===== config.mk =====
export PLATFORM = sky130hd
export DESIGN_NAME = servo_multi_target_frame_crc7_flat
export DESIGN_NICKNAME = d
export VERILOG_FILES = /design/src/rtl/core/mtf_pkg.sv /design/src/rtl/core/mtf_if.sv /design/src/rtl/core/servo_multi_target_frame_crc7.sv /design/src/rtl/core/mtf_front.sv /design/src/rtl/core/mtf_fifo.sv /design/src/rtl/core/mtf_back.sv /design/src/flat_wrapper.sv
export SDC_FILE = /design/constraint.sdc
export NUM_CORES = 1
export LEC_CHECK = 0
export CAP_MARGIN = 0
export CORE_MARGIN = 2
export CORE_UTILIZATION = 59
export CTS_CLUSTER_SIZE = 8
export DETAILED_ROUTE_END_ITERATION = 6
export DONT_BUFFER_PORTS = 1
export HOLD_SLACK_MARGIN = 0.12
export PLACE_DENSITY_LB_ADDON = 0.15
export SYNTH_ARGS = -nofsm -noshare
export SYNTH_HDL_FRONTEND = slang
export SYNTH_HIERARCHICAL = 1
export SYNTH_SLANG_ARGS = --single-unit
export TNS_END_PERCENT = 20

===== constraint.sdc =====
create_clock -name clk_i -period 7.4 [get_ports clk_i]
set_input_delay 1.48 -clock clk_i [delete_from_list [all_inputs] [get_ports clk_i]]
set_output_delay 1.48 -clock clk_i [all_outputs]
set_load 0.01 [all_outputs]

===== src/rtl/core/mtf_pkg.sv =====
// Shared types, constants and the CRC byte function of the multi-target frame builder.
`default_nettype none

package mtf_pkg;

  localparam int unsigned MAX_CHANNELS = 24;
  localparam int unsigned CNT_W        = 5;
  localparam int unsigned CNT_LIMIT    = (MAX_CHANNELS > 31) ? 31 :
                                         ((MAX_CHANNELS < 1) ? 1 : MAX_CHANNELS);
  localparam int unsigned TGT_W        = 14;
  localparam int unsigned BYTE_W       = 8;
  localparam int unsigned ADDR_W       = 4;
  localparam int unsigned DATA_W       = 32;
  localparam int unsigned FIFO_DEPTH   = 4;
  localparam int unsigned FIFO_AW      = $clog2(FIFO_DEPTH);

  localparam logic [BYTE_W-1:0] FRAME_START = 8'h9F;
  localparam logic [BYTE_W-1:0] POLY_RESET  = 8'h91;

  typedef enum logic [1:0] {
    REG_COUNT  = 2'd0,
    REG_FIRST  = 2'd1,
    REG_CRC_EN = 2'd2,
    REG_POLY   = 2'd3
  } reg_idx_e;

  // One classified target as it travels from the front to the back.
  typedef struct packed {
    logic [TGT_W-1:0] target;
    logic             hdr;
    logic             last;
    logic             crc_en;
  } cmd_t;

  // Configuration seen by the byte sequencer.
  typedef struct packed {
    logic [CNT_W-1:0]  count;
    logic [BYTE_W-1:0] first_ch;
    logic [BYTE_W-1:0] poly;
  } cfg_t;

  // Right-shifting byte-wise CRC update.
  function automatic logic [BYTE_W-1:0] crc_byte(input logic [BYTE_W-1:0] crc,
                                                 input logic [BYTE_W-1:0] data,
                                                 input logic [BYTE_W-1:0] poly);
    logic [BYTE_W-1:0] c;
    c = crc ^ data;
    for (int k = 0; k < BYTE_W; k++) begin
      if (c[0]) begin
        c = c ^ poly;
      end
      c = c >> 1;
    end
    return c;
  endfunction

endpackage

`default_nettype wire


===== src/rtl/core/mtf_if.sv =====
// Valid/ready channel interfaces for target beats and frame byte beats.
`default_nettype none

interface mtf_in_if
  import mtf_pkg::*;
  ();
  logic             valid;
  logic             ready;
  logic [TGT_W-1:0] target;

  modport source (output valid, output target, input ready);
  modport sink   (input valid, input target, output ready);
endinterface

interface mtf_out_if
  import mtf_pkg::*;
  ();
  logic              valid;
  logic              ready;
  logic [BYTE_W-1:0] out_byte;
  logic              run_last;
  logic              frame_end;

  modport source (output valid, output out_byte, output run_last, output frame_end,
                  input ready);
  modport sink   (input valid, input out_byte, input run_last, input frame_end,
                  output ready);
endinterface

`default_nettype wire


===== src/rtl/core/servo_multi_target_frame_crc7.sv =====
// Top level of the servo multi-target command frame builder with optional CRC byte.
`default_nettype none

// Each target beat on in_if becomes part of a set-multiple-targets frame on out_if,
// one byte per beat. The first target of a frame is preceded by the header 0x9F, the
// channel count (0 taken as 1, values above MAX_CHANNELS taken as MAX_CHANNELS) and
// the first channel number. Every target then sends its bits 6..0 and 13..7, each in
// the low seven bits of a byte. When crc_enable is set, the last target of the frame is
// followed by one CRC byte over all frame bytes, using the polynomial register
// (right-shifting, byte-wise). run_last marks the last byte caused by a target,
// frame_end the final byte of the frame. The byte sequencer emits one byte per cycle
// unless the queue is empty or the output stalls, so a target takes two bytes, plus
// three header bytes on the first target of a frame and one CRC byte on the last.
// Target beats are classified and queued in a four-entry command queue, so input
// beats are taken while earlier targets are still being serialized or the output waits.
// Registers (APB, byte address 4*i): 0 channel_count, 1 first_channel, 2 crc_enable,
// 3 crc_polynomial (reset 0x91). Write them only while no frame bytes are pending.
module servo_multi_target_frame_crc7
  import mtf_pkg::*;
(
  input  wire logic              clk_i,
  input  wire logic              rst_ni,
  mtf_in_if.sink                 in_if,
  mtf_out_if.source              out_if,
  input  wire logic              psel,
  input  wire logic              penable,
  input  wire logic              pwrite,
  input  wire logic [ADDR_W-1:0] paddr,
  input  wire logic [DATA_W-1:0] pwdata,
  output      logic [DATA_W-1:0] prdata,
  output      logic              pready
);

  // Configuration registers.
  logic [CNT_W-1:0]  count_q;
  logic [BYTE_W-1:0] first_q;
  logic              crc_en_q;
  logic [BYTE_W-1:0] poly_q;
  logic              cfg_wr;
  reg_idx_e          reg_idx;
  logic [CNT_W-1:0]  count_eff;

  // Front-to-back command path.
  logic push, full, pop, cmd_valid;
  cmd_t cmd_w, cmd_r;
  cfg_t cfg;

  assign pready  = 1'b1;
  assign cfg_wr  = psel && penable && pwrite;
  assign reg_idx = reg_idx_e'(paddr[3:2]);

  always_ff @(posedge clk_i or negedge rst_ni) begin
    if (!rst_ni) begin
      count_q  <= CNT_W'(1);
      first_q  <= '0;
      crc_en_q <= 1'b0;
      poly_q   <= POLY_RESET;
    end else if (cfg_wr) begin
      unique case (reg_idx)
        REG_COUNT:  count_q  <= pwdata[CNT_W-1:0];
        REG_FIRST:  first_q  <= pwdata[BYTE_W-1:0];
        REG_CRC_EN: crc_en_q <= pwdata[0];
        REG_POLY:   poly_q   <= pwdata[BYTE_W-1:0];
        default: ;
      endcase
    end
  end

  // Read back the stored register values.
  always_comb begin
    unique case (reg_idx)
      REG_COUNT:  prdata = {{(DATA_W-CNT_W){1'b0}}, count_q};
      REG_FIRST:  prdata = {{(DATA_W-BYTE_W){1'b0}}, first_q};
      REG_CRC_EN: prdata = {{(DATA_W-1){1'b0}}, crc_en_q};
      REG_POLY:   prdata = {{(DATA_W-BYTE_W){1'b0}}, poly_q};
      default:    prdata = '0;
    endcase
  end

  // Clamp the count into 1..MAX_CHANNELS; it sets both the frame length and header byte.
  assign count_eff = (count_q == '0)               ? CNT_W'(1) :
                     (count_q > CNT_W'(CNT_LIMIT)) ? CNT_W'(CNT_LIMIT) : count_q;

  always_comb begin
    cfg.count    = count_eff;
    cfg.first_ch = first_q;
    cfg.poly     = poly_q;
  end

  mtf_front u_front (
    .clk_i    (clk_i),
    .rst_ni   (rst_ni),
    .in_if    (in_if),
    .count_i  (count_eff),
    .crc_en_i (crc_en_q),
    .full_i   (full),
    .push_o   (push),
    .cmd_o    (cmd_w)
  );

  mtf_fifo u_fifo (
    .clk_i   (clk_i),
    .rst_ni  (rst_ni),
    .push_i  (push),
    .wdata_i (cmd_w),
    .full_o  (full),
    .pop_i   (pop),
    .valid_o (cmd_valid),
    .rdata_o (cmd_r)
  );

  mtf_back u_back (
    .clk_i       (clk_i),
    .rst_ni      (rst_ni),
    .cmd_valid_i (cmd_valid),
    .cmd_i       (cmd_r),
    .pop_o       (pop),
    .cfg_i       (cfg),
    .out_if      (out_if)
  );

endmodule

`default_nettype wire


===== src/rtl/core/mtf_front.sv =====
// Front end: accepts target beats, tracks the frame position and classifies each target.
`default_nettype none

module mtf_front
  import mtf_pkg::*;
(
  input  wire logic             clk_i,
  input  wire logic             rst_ni,
  mtf_in_if.sink                in_if,
  input  wire logic [CNT_W-1:0] count_i,
  input  wire logic             crc_en_i,
  input  wire logic             full_i,
  output      logic             push_o,
  output      cmd_t             cmd_o
);

  logic [CNT_W-1:0] idx_q, idx_d;
  logic [CNT_W:0]   idx_inc;
  logic             last;

  assign in_if.ready = !full_i;
  assign push_o      = in_if.valid && !full_i;

  assign idx_inc = {1'b0, idx_q} + {{CNT_W{1'b0}}, 1'b1};
  assign last    = idx_inc >= {1'b0, count_i};
  assign idx_d   = last ? '0 : idx_inc[CNT_W-1:0];

  always_comb begin
    cmd_o.target = in_if.target;
    cmd_o.hdr    = (idx_q == '0);
    cmd_o.last   = last;
    cmd_o.crc_en = crc_en_i;
  end

  always_ff @(posedge clk_i or negedge rst_ni) begin
    if (!rst_ni) begin
      idx_q <= '0;
    end else if (push_o) begin
      idx_q <= idx_d;
    end
  end

endmodule

`default_nettype wire


===== src/rtl/core/mtf_fifo.sv =====
// Short command queue between the front end and the byte sequencer.
`default_nettype none

module mtf_fifo
  import mtf_pkg::*;
(
  input  wire logic clk_i,
  input  wire logic rst_ni,
  input  wire logic push_i,
  input  wire cmd_t wdata_i,
  output      logic full_o,
  input  wire logic pop_i,
  output      logic valid_o,
  output      cmd_t rdata_o
);

  cmd_t             mem_q [FIFO_DEPTH];
  logic [FIFO_AW-1:0] wr_q, rd_q;
  logic [FIFO_AW:0]   cnt_q;
  logic               do_pop;

  assign full_o  = (cnt_q == (FIFO_AW+1)'(FIFO_DEPTH));
  assign valid_o = (cnt_q != '0);
  assign rdata_o = mem_q[rd_q];
  assign do_pop  = pop_i && valid_o;

  always_ff @(posedge clk_i) begin
    if (push_i) begin
      mem_q[wr_q] <= wdata_i;
    end
  end

  always_ff @(posedge clk_i or negedge rst_ni) begin
    if (!rst_ni) begin
      wr_q  <= '0;
      rd_q  <= '0;
      cnt_q <= '0;
    end else begin
      if (push_i) begin
        wr_q <= wr_q + FIFO_AW'(1);
      end
      if (do_pop) begin
        rd_q <= rd_q + FIFO_AW'(1);
      end
      cnt_q <= cnt_q + (FIFO_AW+1)'(push_i) - (FIFO_AW+1)'(do_pop);
    end
  end

`ifndef SYNTH
  a_no_push_full: assert property (@(posedge clk_i) disable iff (!rst_ni)
    push_i |-> !full_o) else $error("command pushed into a full queue");
  a_cnt_bound: assert property (@(posedge clk_i) disable iff (!rst_ni)
    cnt_q <= (FIFO_AW+1)'(FIFO_DEPTH)) else $error("queue fill count out of range");
`endif

endmodule

`default_nettype wire


===== src/rtl/core/mtf_back.sv =====
// Back end: walks each command through its frame bytes, keeps the CRC, registers the output.
`default_nettype none

module mtf_back
  import mtf_pkg::*;
(
  input  wire logic clk_i,
  input  wire logic rst_ni,
  input  wire logic cmd_valid_i,
  input  wire cmd_t cmd_i,
  output      logic pop_o,
  input  wire cfg_t cfg_i,
  mtf_out_if.source out_if
);

  typedef enum logic [2:0] {
    PH_H0  = 3'd0,
    PH_H1  = 3'd1,
    PH_H2  = 3'd2,
    PH_LO  = 3'd3,
    PH_HI  = 3'd4,
    PH_CRC = 3'd5
  } ph_e;

  ph_e               ph_q, ph_d, cur_ph;
  logic [BYTE_W-1:0] crc_q, byte_d;
  logic              out_valid_q, run_last_q, frame_end_q;
  logic [BYTE_W-1:0] out_byte_q;
  logic              emit, last_byte, with_crc;

  assign with_crc = cmd_i.last && cmd_i.crc_en;
  assign cur_ph   = (ph_q == PH_H0 && !cmd_i.hdr) ? PH_LO : ph_q;
  assign emit     = cmd_valid_i && (!out_valid_q || out_if.ready);
  assign pop_o    = emit && last_byte;

  always_comb begin
    unique case (cur_ph)
      PH_H0: begin
        byte_d = FRAME_START; ph_d = PH_H1; last_byte = 1'b0;
      end
      PH_H1: begin
        byte_d = {{(BYTE_W-CNT_W){1'b0}}, cfg_i.count}; ph_d = PH_H2; last_byte = 1'b0;
      end
      PH_H2: begin
        byte_d = cfg_i.first_ch; ph_d = PH_LO; last_byte = 1'b0;
      end
      PH_LO: begin
        byte_d = {1'b0, cmd_i.target[6:0]}; ph_d = PH_HI; last_byte = 1'b0;
      end
      PH_HI: begin
        byte_d    = {1'b0, cmd_i.target[13:7]};
        ph_d      = with_crc ? PH_CRC : PH_H0;
        last_byte = !with_crc;
      end
      PH_CRC: begin
        byte_d = crc_q; ph_d = PH_H0; last_byte = 1'b1;
      end
      default: begin
        byte_d = '0; ph_d = PH_H0; last_byte = 1'b1;
      end
    endcase
  end

  always_ff @(posedge clk_i or negedge rst_ni) begin
    if (!rst_ni) begin
      ph_q        <= PH_H0;
      crc_q       <= '0;
      out_valid_q <= 1'b0;
      out_byte_q  <= '0;
      run_last_q  <= 1'b0;
      frame_end_q <= 1'b0;
    end else if (emit) begin
      ph_q        <= ph_d;
      out_valid_q <= 1'b1;
      out_byte_q  <= byte_d;
      run_last_q  <= last_byte;
      frame_end_q <= last_byte && cmd_i.last;
      if (last_byte && cmd_i.last) begin
        crc_q <= '0;
      end else if (cur_ph != PH_CRC) begin
        crc_q <= crc_byte(crc_q, byte_d, cfg_i.poly);
      end
    end else if (out_if.ready) begin
      out_valid_q <= 1'b0;
    end
  end

  assign out_if.valid     = out_valid_q;
  assign out_if.out_byte  = out_byte_q;
  assign out_if.run_last  = run_last_q;
  assign out_if.frame_end = frame_end_q;

`ifndef SYNTH
  a_end_is_last: assert property (@(posedge clk_i) disable iff (!rst_ni)
    out_valid_q && frame_end_q |-> run_last_q) else $error("frame end without run end");
  a_crc_clear: assert property (@(posedge clk_i) disable iff (!rst_ni)
    emit && last_byte && cmd_i.last |=> crc_q == '0) else $error("CRC not cleared");
  a_pop_done: assert property (@(posedge clk_i) disable iff (!rst_ni)
    pop_o |=> ph_q == PH_H0) else $error("sequencer not rewound after command");
`endif

endmodule

`default_nettype wire

===== src/flat_wrapper.sv =====
// flat-port wrapper written by rule: the top's interface ports become plain ports
module servo_multi_target_frame_crc7_flat import mtf_pkg::*;
  (clk_i, rst_ni, psel, penable, pwrite, paddr, pwdata, prdata, pready, in_if_valid, in_if_target, in_if_ready, out_if_valid, out_if_out_byte, out_if_run_last, out_if_frame_end, out_if_ready);
  mtf_in_if in_if_i ();
  mtf_out_if out_if_i ();
  input  wire logic clk_i;
  input  wire logic rst_ni;
  input  wire logic psel;
  input  wire logic penable;
  input  wire logic pwrite;
  input  wire logic [ADDR_W-1:0] paddr;
  input  wire logic [DATA_W-1:0] pwdata;
  output      logic [DATA_W-1:0] prdata;
  output      logic pready;
  input wire logic [$bits(in_if_i.valid)-1:0] in_if_valid;
  input wire logic [$bits(in_if_i.target)-1:0] in_if_target;
  output wire logic [$bits(in_if_i.ready)-1:0] in_if_ready;
  output wire logic [$bits(out_if_i.valid)-1:0] out_if_valid;
  output wire logic [$bits(out_if_i.out_byte)-1:0] out_if_out_byte;
  output wire logic [$bits(out_if_i.run_last)-1:0] out_if_run_last;
  output wire logic [$bits(out_if_i.frame_end)-1:0] out_if_frame_end;
  input wire logic [$bits(out_if_i.ready)-1:0] out_if_ready;
  assign in_if_i.valid = in_if_valid;
  assign in_if_i.target = in_if_target;
  assign in_if_ready = in_if_i.ready;
  assign out_if_valid = out_if_i.valid;
  assign out_if_out_byte = out_if_i.out_byte;
  assign out_if_run_last = out_if_i.run_last;
  assign out_if_frame_end = out_if_i.frame_end;
  assign out_if_i.ready = out_if_ready;
  servo_multi_target_frame_crc7 u_core (.clk_i(clk_i), .rst_ni(rst_ni), .in_if(in_if_i), .out_if(out_if_i), .psel(psel), .penable(penable), .pwrite(pwrite), .paddr(paddr), .pwdata(pwdata), .prdata(prdata), .pready(pready));
endmodule

==> flow_metrics.env <==
export IMPL_violations="design-rule violations"
export IMPL_yosysTopAreaCell="edfxtp_1"
export IMPL_synth_common_cells="nand2_1, edfxtp_1, dfrtp_1"
export IMPL_worst_clock_skew_ps=9.65
export IMPL_crit_chain="mux4_1 > mux2i_1 > o22ai_1 > o21ai_2 > nand2_1 > nor4_1 > or3_1 > and4_1 > xnor3_1 > nand2_1 > a31oi_1 > xnor2_1 > nand2_1 > xnor3_1 > or3_1 > a32o_1"
export IMPL_vias=4831
export IMPL_die_y_um=117
export IMPL_synth_top_cell_area_share=0.270
export IMPL_port_buffers=0
export IMPL_antenna_found_initial=0
export IMPL_final_setup_tns_ps=0
export IMPL_ctsResizeCount=0
export IMPL_core_area_sq_um=12600
export IMPL_wl_per_cell_um=19.6
export IMPL_netlist_area_sq_um=7560
export IMPL_io_pins=102
export IMPL_dr_wl_met3_um=790
export IMPL_ys_async_sr_fraction=0.447
export IMPL_met1_length_um=6540
export IMPL_crit_fanout=12
export IMPL_postCtsSetupBuffers=0
export IMPL_vias_per_cell=6.03
export IMPL_yosys_warnings=6
export IMPL_rows=41
export IMPL_firstDrtPassIters=7
export IMPL_routed_wl_um=15700
export IMPL_synth_top_flop_cell="edfxtp_1"
export IMPL_clkSinkCount=123
export IMPL_clk_pin_slew_ps=60
export IMPL_start_kind="flop"
export IMPL_layout_min_cycle_time_ps=5970
export IMPL_grt_pass1_vias=4774
export IMPL_hpwl_um=11000
export IMPL_slew_headroom=0.363
export IMPL_dr_wl_met2_um=8060
export IMPL_synth_area_per_cell_sq_um=11.6
export IMPL_end_kind="flop"
export IMPL_crit_family="simple AND/OR/NAND/NOR gates"
export IMPL_finalSetupViolCount=0
export IMPL_cts_tree="built"
export IMPL_netlist_instances=652
export IMPL_grt_start_max_net_pins=56
export IMPL_routed_top_layer="met4"
export IMPL_yosys_top_cells_area="edfxtp_1, dfrtp_1, buf_4"
export IMPL_cts_buffers=17
export IMPL_yosysSeqAreaShare=0.453
export IMPL_maxCapViolations=0
export IMPL_htreeDepth=4
export IMPL_critPathRequiredTime_ps=7710
export IMPL_insertion_delay_ps=420
export IMPL_postRouteAntennaNets=0
export IMPL_grt_ovfl_total=0
export IMPL_cts_buffer_depth=2
export IMPL_fmax_ghz=0.168
export IMPL_synth_most_common_cell="nand2_1"
export IMPL_cts_root_buf="clkbuf_16"
export IMPL_fp_dieW_um=117
export IMPL_hp_class="reg2reg"
export IMPL_cts_hold_buffers_added=0
export IMPL_max_stage_delay_ps=820
export IMPL_drive_above_1_share=0.159
export IMPL_final_hold_viol_count=0
export IMPL_grt_pass1_wl_um=25100
export IMPL_cp_arrival_ps=6280
export IMPL_drt_iter0_drc=454
export IMPL_gp_congestion=0.869
export IMPL_final_nets=687
export IMPL_syn_to_final_growth_pct=4.63
export IMPL_start_util=0.602
export IMPL_diodes=0
export IMPL_period_share=0.807
export IMPL_synth_seq_cells=123
export IMPL_grt_usage=0.246
export IMPL_max_slew_worst_pin_slew_ps=956
export IMPL_rsz0062_at_grt="false"
export IMPL_critical_path_buf_inv_count=0
export IMPL_synth_cell_types=93
export IMPL_crit_type="reg2reg"
export IMPL_synth_edf_count=68
export IMPL_drc=1
export IMPL_dieArea_sq_um=13700
export IMPL_crit_path_frequent_cell="nand2_1"
export IMPL_final_max_slew_viol_count=0
export IMPL_critPathSlowestCell="mux4_1"
export IMPL_outcome="finished with violations"
==> worst paths after layout <==
check                      slack (ps)                            endpoint                         startpoint  cells after the start
min in group asynchronous         760       u_core/first_q[0]$_DFFE_PN0P_                             rst_ni                      0
max in group asynchronous        6460        u_core/poly_q[7]$_DFFE_PN1P_                             rst_ni                      0
min reg2reg                       540   u_core/u_fifo/wr_q[0]$_DFFE_PN0P_  u_core/u_fifo/wr_q[0]$_DFFE_PN0P_                      1
min                               540   u_core/u_fifo/wr_q[0]$_DFFE_PN0P_  u_core/u_fifo/wr_q[0]$_DFFE_PN0P_                      1
max                              1430  u_core/u_back/crc_q[2]$_DFFE_PN0P_  u_core/u_fifo/rd_q[0]$_DFFE_PN0P_                     16
max reg2reg                      1430  u_core/u_back/crc_q[2]$_DFFE_PN0P_  u_core/u_fifo/rd_q[0]$_DFFE_PN0P_                     16
==> cell usage in the layout, fill, tap and decap left out, drive strengths merged, types with 5 or more instances in the layout <==
cell type	n
nand2	74
edfxtp	68
dfrtp	51
inv	30
xnor2	27
o21ai	27
nand3	26
conb	25
mux2	23
nor2	22
a21oi	22
mux4	18
clkbuf	17
mux2i	17
ha	13
xor2	12
and2	11
nand4	10
nor3	9
o31ai	7
xnor3	7
clkinv	7
nand2b	6
nor2b	5
a31oi	5
and3	5
==> logic make-up (layout without fill, tap and decap cells) <==
logic type / Yosys count / in the layout / share of synthesized area
other: 2 / 25 / 0.000993
XOR/XNOR: 49 / 49 / 0.0784
buffers and inverters: 107 / 61 / 0.0875
AND/OR/NAND/NOR: 191 / 191 / 0.130
adder cells (fa/ha/maj): 14 / 14 / 0.0242
AO/OA/AOI/OAI: 108 / 108 / 0.107
flip-flops: 123 / 123 / 0.453
multiplexers: 58 / 58 / 0.119
==> sequential cells by signal, indices dropped and copies added (netlist names), 2 cells and up <==
register and flops:
u_core/u_back/out_if.out_byte 8, u_core/u_back/crc_q 7, u_core/u_fifo/cnt_q 3, u_core/u_front/idx_q 5, u_core/u_fifo/wr_q 2, u_core/u_back/ph_q 3
u_core/count_q 5, u_core/u_fifo/rd_q 2, u_core/first_q 8, u_core/u_fifo/mem_q 68, u_core/poly_q 8
==> metal layers <==
layer | vias up | global-route usage
met5 | - | 0
li1 | 2244 | -
met4 | 0 | 0.105
met2 | 159 | 0.420
met3 | 25 | 0.0433
met1 | 2403 | 0.311
==> per-stage QoR <==
| step | setup WS (ps) | std cells | hold WS, ps | instance area [sq um] | utilization |
|---|---|---|---|---|---|
| final | 1430 | 801 | 544 | 7910 | 0.629 |
| after global routing | 1070 | 801 | 569 | 7910 | 0.629 |
| after CTS | 1540 | 801 | 541 | 7910 | 0.629 |
| after detailed placement | 1580 | 769 | 533 | 7320 | 0.582 |
| after global placement | 1620 | 769 | 522 | 7320 | 0.582 |
| after floorplan | 2420 | 675 | 494 | 7650 | - |
==> worst reg2reg max path: stages (launching register included) <==
cell,delay (ps)
dfrtp_1,660
mux4_1,820
mux2i_1,320
o22ai_1,150
o21ai_2,310
nand2_1,340
nor4_1,370
or3_1,160
and4_1,350
xnor3_1,370
nand2_1,80
a31oi_1,110
xnor2_1,580
nand2_1,160
xnor3_1,450
or3_1,370
a32o_1,260
==> area by class of cell <==
type,count,area [sq um]
clock buffer,17,425
clock inverter,15,165
inverter,26,97.6
tap,172,215
fill,973,4660
sequential,123,3420
timing repair buffer,3,22.5
multi-input combinational,445,3560
Power is left out: the tool's default activity adds up to more than one toggle a clock period on the data nets, which glitch-free logic cannot reach.
